## config.mk

```make
export PLATFORM = sky130hd
export DESIGN_NAME = plt_alu
export DESIGN_NICKNAME = d
export VERILOG_FILES = /design/src/hdl/plt_pkg.sv /design/src/hdl/plt_alu.sv
export SDC_FILE = /design/constraint.sdc
export NUM_CORES = 1
export LEC_CHECK = 0
export BUFFER_PORTS_ARGS = -buffer_cell sky130_fd_sc_hd__buf_2
export CAP_MARGIN = 15
export CORE_ASPECT_RATIO = 0.5
export CORE_MARGIN = 10
export CORE_UTILIZATION = 46
export DETAILED_ROUTE_END_ITERATION = 10
export PLACE_DENSITY = 0.81
export SLEW_MARGIN = 15
export SYNTH_ARGS = -nofsm -noshare
export SYNTH_HDL_FRONTEND = slang
export SYNTH_SLANG_ARGS = --single-unit
export TNS_END_PERCENT = 5
```

## constraint.sdc

```tcl
create_clock -name vclk -period 5.11
set_input_delay 1.022 -clock vclk [all_inputs]
set_output_delay 1.022 -clock vclk [all_outputs]
set_load 0.02 [all_outputs]
```

## src/hdl/plt_pkg.sv

```systemverilog
// ----------------------------------------------------------------------------
// plt_pkg - shared types and codes for the ping latency tracker
// Request kinds, result status codes, register indexes, slot entry layout
// and the request/result bundles of the shared adder.
// ----------------------------------------------------------------------------
package plt_pkg;

	localparam int IN_DATA_W  = 112; // 106 bits of fields, padded to bytes
	localparam int IN_USER_W  = 2;
	localparam int OUT_DATA_W = 344; // 337 bits of fields, padded to bytes
	localparam int OUT_USER_W = 4;
	localparam int CFG_IDX_W  = 2;
	localparam int CFG_DATA_W = 32;

	typedef enum logic [1:0] {
		REQ_SEND  = 2'd0,
		REQ_TX    = 2'd1,
		REQ_REPLY = 2'd2,
		REQ_NONE  = 2'd3
	} req_t;

	typedef enum logic [3:0] {
		ST_SENT         = 4'd0,
		ST_TX_STORED    = 4'd1,
		ST_WRONG_PROC   = 4'd2,
		ST_TX_UNKNOWN   = 4'd3,
		ST_TX_DUP       = 4'd4,
		ST_TIMED        = 4'd5,
		ST_UNTIMED      = 4'd6,
		ST_TRUNCATED    = 4'd7,
		ST_BAD_TYPE     = 4'd8,
		ST_NO_RX_TIME   = 4'd9,
		ST_UNKNOWN_REPLY = 4'd10
	} status_t;

	typedef enum logic [1:0] {
		CFG_PROCESS_TAG = 2'd0,
		CFG_PING_LIMIT  = 2'd1,
		CFG_REPLY_TYPE  = 2'd2
	} cfg_idx_t;

	// Full echo id is kept so the tag compare works for any slot count.
	typedef struct packed {
		logic        valid;
		logic        has_tx;
		logic        has_reply;
		logic [15:0] id;
	} slot_flag_t;

	typedef struct packed {
		logic [63:0] a;
		logic [63:0] b;
		logic        sub;
	} alu_req_t;

	typedef struct packed {
		logic [63:0] sum;
		logic        carry;  // on subtract: a >= b
	} alu_res_t;

endpackage

```

## src/hdl/plt_alu.sv

```systemverilog
// ----------------------------------------------------------------------------
// plt_alu - shared 64-bit add/subtract unit
// Serves every count, sum, difference and compare step of the sequencer.
// ----------------------------------------------------------------------------
module plt_alu (
	input  plt_pkg::alu_req_t req,
	output plt_pkg::alu_res_t res
);

	logic [63:0] b_op;
	logic [64:0] full;

	assign b_op = req.sub ? ~req.b : req.b;
	assign full = {1'b0, req.a} + {1'b0, b_op} + {64'd0, req.sub};
	assign res.sum   = full[63:0];
	assign res.carry = full[64];

endmodule

```

After elaboration in Yosys (flattened, before gate mapping)
Cells that the tools add are included.
{"block": "totals", "reg_bits": 0, "in_bits": 129, "elab_cells": 4}
{"block": "op_classes", "add_sub_neg": 2, "n_mux": 1, "bitwise": 1}
{"op": "adder 64 x 64 -> 65 bit", "count": 1}
{"op": "adder 65 x 1 -> 65 bit", "count": 1}
{"op": "two-way mux 64 bit", "count": 1}
{"op": "NOT 64 bit", "count": 1}

Depth between registers and ports, before layout
{"block": "depth", "depth_word": 4, "mapped_depth": 14, "ltp_nobuf": 12}

Least setup slack after synthesis
No wires, ideal clock.
{"block": "synth_timing", "path_type": "input to output", "startpoint": "input port req[0] (netlist name)", "endpoint": "output port res[64] (netlist name)", "arrival_ps": 4137, "required_ps": 4088, "slack_ps": -49, "path_stages": 13, "cell_sequence": "buf_2 buf_1 xor2_1 ha_1 nand4_2 or4_4 or2_4 o211ai_2 a221oi_2 a211oi_2 nor3_2 o31ai_2 xor2_1"}
{"item": "start, declared", "line": "plt_alu.sv:6", "source": "input plt_pkg::alu_req_t req,"}
{"item": "end, declared", "line": "plt_alu.sv:7", "source": "output plt_pkg::alu_res_t res"}

==> summary.md <==
| Metric | Value |
|---|---|
| Run status | `finished, final reports clean` |
| Vias post-DR | `5799` |
| Final instance count without filler cells | `1014` |
| Required time of the critical path | `4090 ps` |
| Fraction of layout instances using a drive strength above 1 | `0.355` |
| Post-route cell area | `6340 sq um` |
| Worst Hold Slack | `2360 ps` |
| Number of global-route vias before repair | `5491` |
| Relative slew slack | `0.642` |
| Crit-path max cell delay | `570 ps` |
| Critical path data arrival time | `4070 ps` |
| Gr usage total | `0.204` |
| Critical-path cell with the highest stage delay | `or4_4` |
| Share of total power in sequential cells | `0` |
| Measured slew at the worst slew-check pin | `524 ps` |
| Sw Ratio | `0.593` |
| RSZ-0062 raised after global routing | `true` |
| Final standard cell utilization of the core | `0.665` |
| Element type at the critical path start | `primary input` |
| Clock buffer count in the final layout | `0` |
| Wire length of the first global-routing pass | `26.5 mm` |
| Remaining DRCs | `0` |
| Routed Wire Length | `17.5 mm` |
| Average size of a mapped cell | `7.16 sq um` |
| Top cell type's share of synthesized area | `0.190` |
| Top-Level Pins | `194` |
| DIE AREA | `14500 sq um` |
| Number of hold-slack violations in the final timing report | `0` |
| Path class of the lowest-slack min-delay path | `primary input to output port` |
| Top Family by Delay on Critical Path | `simple AND/OR/NAND/NOR gates` |
| Most area-consuming cells after synthesis | `ha_1 (19%), xor2_1 (17%), a21oi_1 (9.0%), xnor2_1 (7.1%), a21o_1 (5.3%)` |
| Multi-input logic area | `4480 sq um` |
| Area of the placeable core | `9540 sq um` |
| Reported net switching power | `0.884 mW` |
| Initial antenna violation count | `0` |
| Maximum clock frequency | `196 MHz` |
| Leak | `3.18 nW` |
| Cells along the critical path | `buf_12 > buf_12 > xor2_1 > ha_1 > nand4_1 > or4_4 > or2_4 > o211ai_4 > a221oi_4 > a211oi_4 > nor3_4 > o31ai_2 > xor2_1 > buf_4` |
| Fraction of the yosys area taken by sequential cells | `0` |
| Combinational share of power | `1.000` |
| 1st-pass router iterations | `9` |
| Seq cells | `0` |
| Top fanout value on the critical path | `8` |
| Pin count of the biggest net entering global routing | `24` |
| Post-DR vias/cell | `5.72` |
| Final clock period utilization by the worst path | `0.997` |
| Total of fill cells in the finished design | `826` |
| Max VDD drop | `0.000141 V` |
| WL per Instance | `17.2 um` |
| Post-detailed-placement cell area | `6030 sq um` |
| Setup tns final | `0 ps` |
| Critical setup path kind | `primary input to output port` |
| Synth warn | `0` |
| Overall die height | `90.4 um` |
| Most frequent cells in the layout | `buf_2 (185), xor2_1 (84), a21oi_1 (78)` |
| Net count after synthesis | `835` |
| Final net count | `1080` |
| Final estimated routing congestion in global placement | `0.947` |
| Area used by sequential logic in the layout | `0 sq um` |
| Worst hold path stage count | `3` |
| Synth unique cells | `71` |
| Portion of total power attributed to the clock network | `0` |
| Leading area contributor after synthesis | `ha_1` |
| Max Cap Viol | `0` |
| Min-delay src | `req[65]` |
| WP buf/inv | `3` |
| Worst hold path endpoint | `res[1]` |
| Most frequent standard cell in the layout excluding fill and tap cells | `buf_2` |
| Die width | `161 um` |
| Initial drt markers | `428` |
| Number of cells produced by synthesis | `636` |
| Time the final worst path needs with I/O delays and setup | `5100 ps` |
| Leftover overflow at the end of global routing | `0` |
| Row cnt | `25` |
| DPL Wire Length | `14.4 mm` |
| Max Slew Vio Count | `0` |
| Cell internal pwr | `0.607 mW` |
| Cell area after technology mapping | `4550 sq um` |
| Power per cell area | `235 nW/um^2` |
| Number of antenna repair diodes | `0` |
| Placed instance count | `1003` |
| Initial core utilization | `0.477` |
| # setup viols final | `0` |
| Relative area change from synthesis to final layout | `39.2%` |
| ANT nets after route | `0` |
| Crit path capture type | `output port` |
| Count of port buffers added during placement | `194` |
synthesized netlist by cell type (6+ instances only):
master    instances
and2_1            7
nor2_1           37
inv_1            20
o21ai_0          34
buf_1             6
nand4_1          14
nand2_1          61
xor2_1           86
nor3_1            6
ha_1             69
nand3_1          10
o21bai_1         11
xnor2_1          37
a31oi_1           7
a21oi_1          82
clkbuf_1          8
a21o_1           32
cells by family (layout without fill, tap and decap cells):
| kind of cell | Yosys count | in the layout | synth area share |
|---|---|---|---|
| xor+xnor | 123 | 123 | 0.237 |
| simple gates | 169 | 169 | 0.182 |
| fa+ha+maj | 70 | 70 | 0.194 |
| mux | 2 | 2 | 0.00440 |
| buf+inv | 44 | 287 | 0.0484 |
| compound gates | 228 | 228 | 0.335 |
routing by layer:
metal,up-vias,track usage,part of all wire
met5,-,0,0
met1,2720,0.259,0.45
met3,14,0.0214,0.061
li1,2816,-,-
met4,0,0.0203,0.0097
met2,249,0.372,0.48
area by class of cell:
| type | count | area share |
|---|---|---|
| Multi-Input combinational cell | 592 | 0.707 |
| Tap cell | 135 | 0.0266 |
| Timing Repair Buffer | 267 | 0.254 |
| Inverter | 20 | 0.0118 |
worst max path at each step:
stage | startpoint | cells after the start | slack, ps | end
after floorplan | req[0] | 14 | -20 | res[64]
after CTS | req[0] | 15 | -20 | res[47]
after global routing | req[0] | 14 | -110 | res[64]
after detailed placement | req[0] | 14 | -20 | res[61]
after global placement | req[0] | 15 | 20 | res[64]
final | req[0] | 14 | 10 | res[64]
power groups by stage:
stage / combinational (mW) / sequential [mW] / clock, mW
3_5_place_dp: 1.41 / 0 / 0
4_1_cts: 1.41 / 0 / 0
2_1_floorplan: 0.931 / 0 / 0
6_report: 1.49 / 0 / 0
3_3_place_gp: 1.39 / 0 / 0
5_1_grt: 1.60 / 0 / 0
what timing repair did:
item | CTS | global route
endpoints found under the setup margin | 4 | 25
gates cloned | 0 | 3
pin swaps | 3 | 24
gates resized for setup | 1 | 43
buffers inserted | 0 | 9
hold buffers | 0 | 0
metrics by stage:
| step | setup WS [ps] | total power [mW] |
|---|---|---|
| floorplan | -22.7 | 0.931 |
| global placement | 23.4 | 1.39 |
| detailed placement | -16.7 | 1.41 |
| CTS | -22.3 | 1.41 |
| global route | -113 | 1.60 |
| finish | 14.4 | 1.49 |
(Power assumes the default switching activity.)
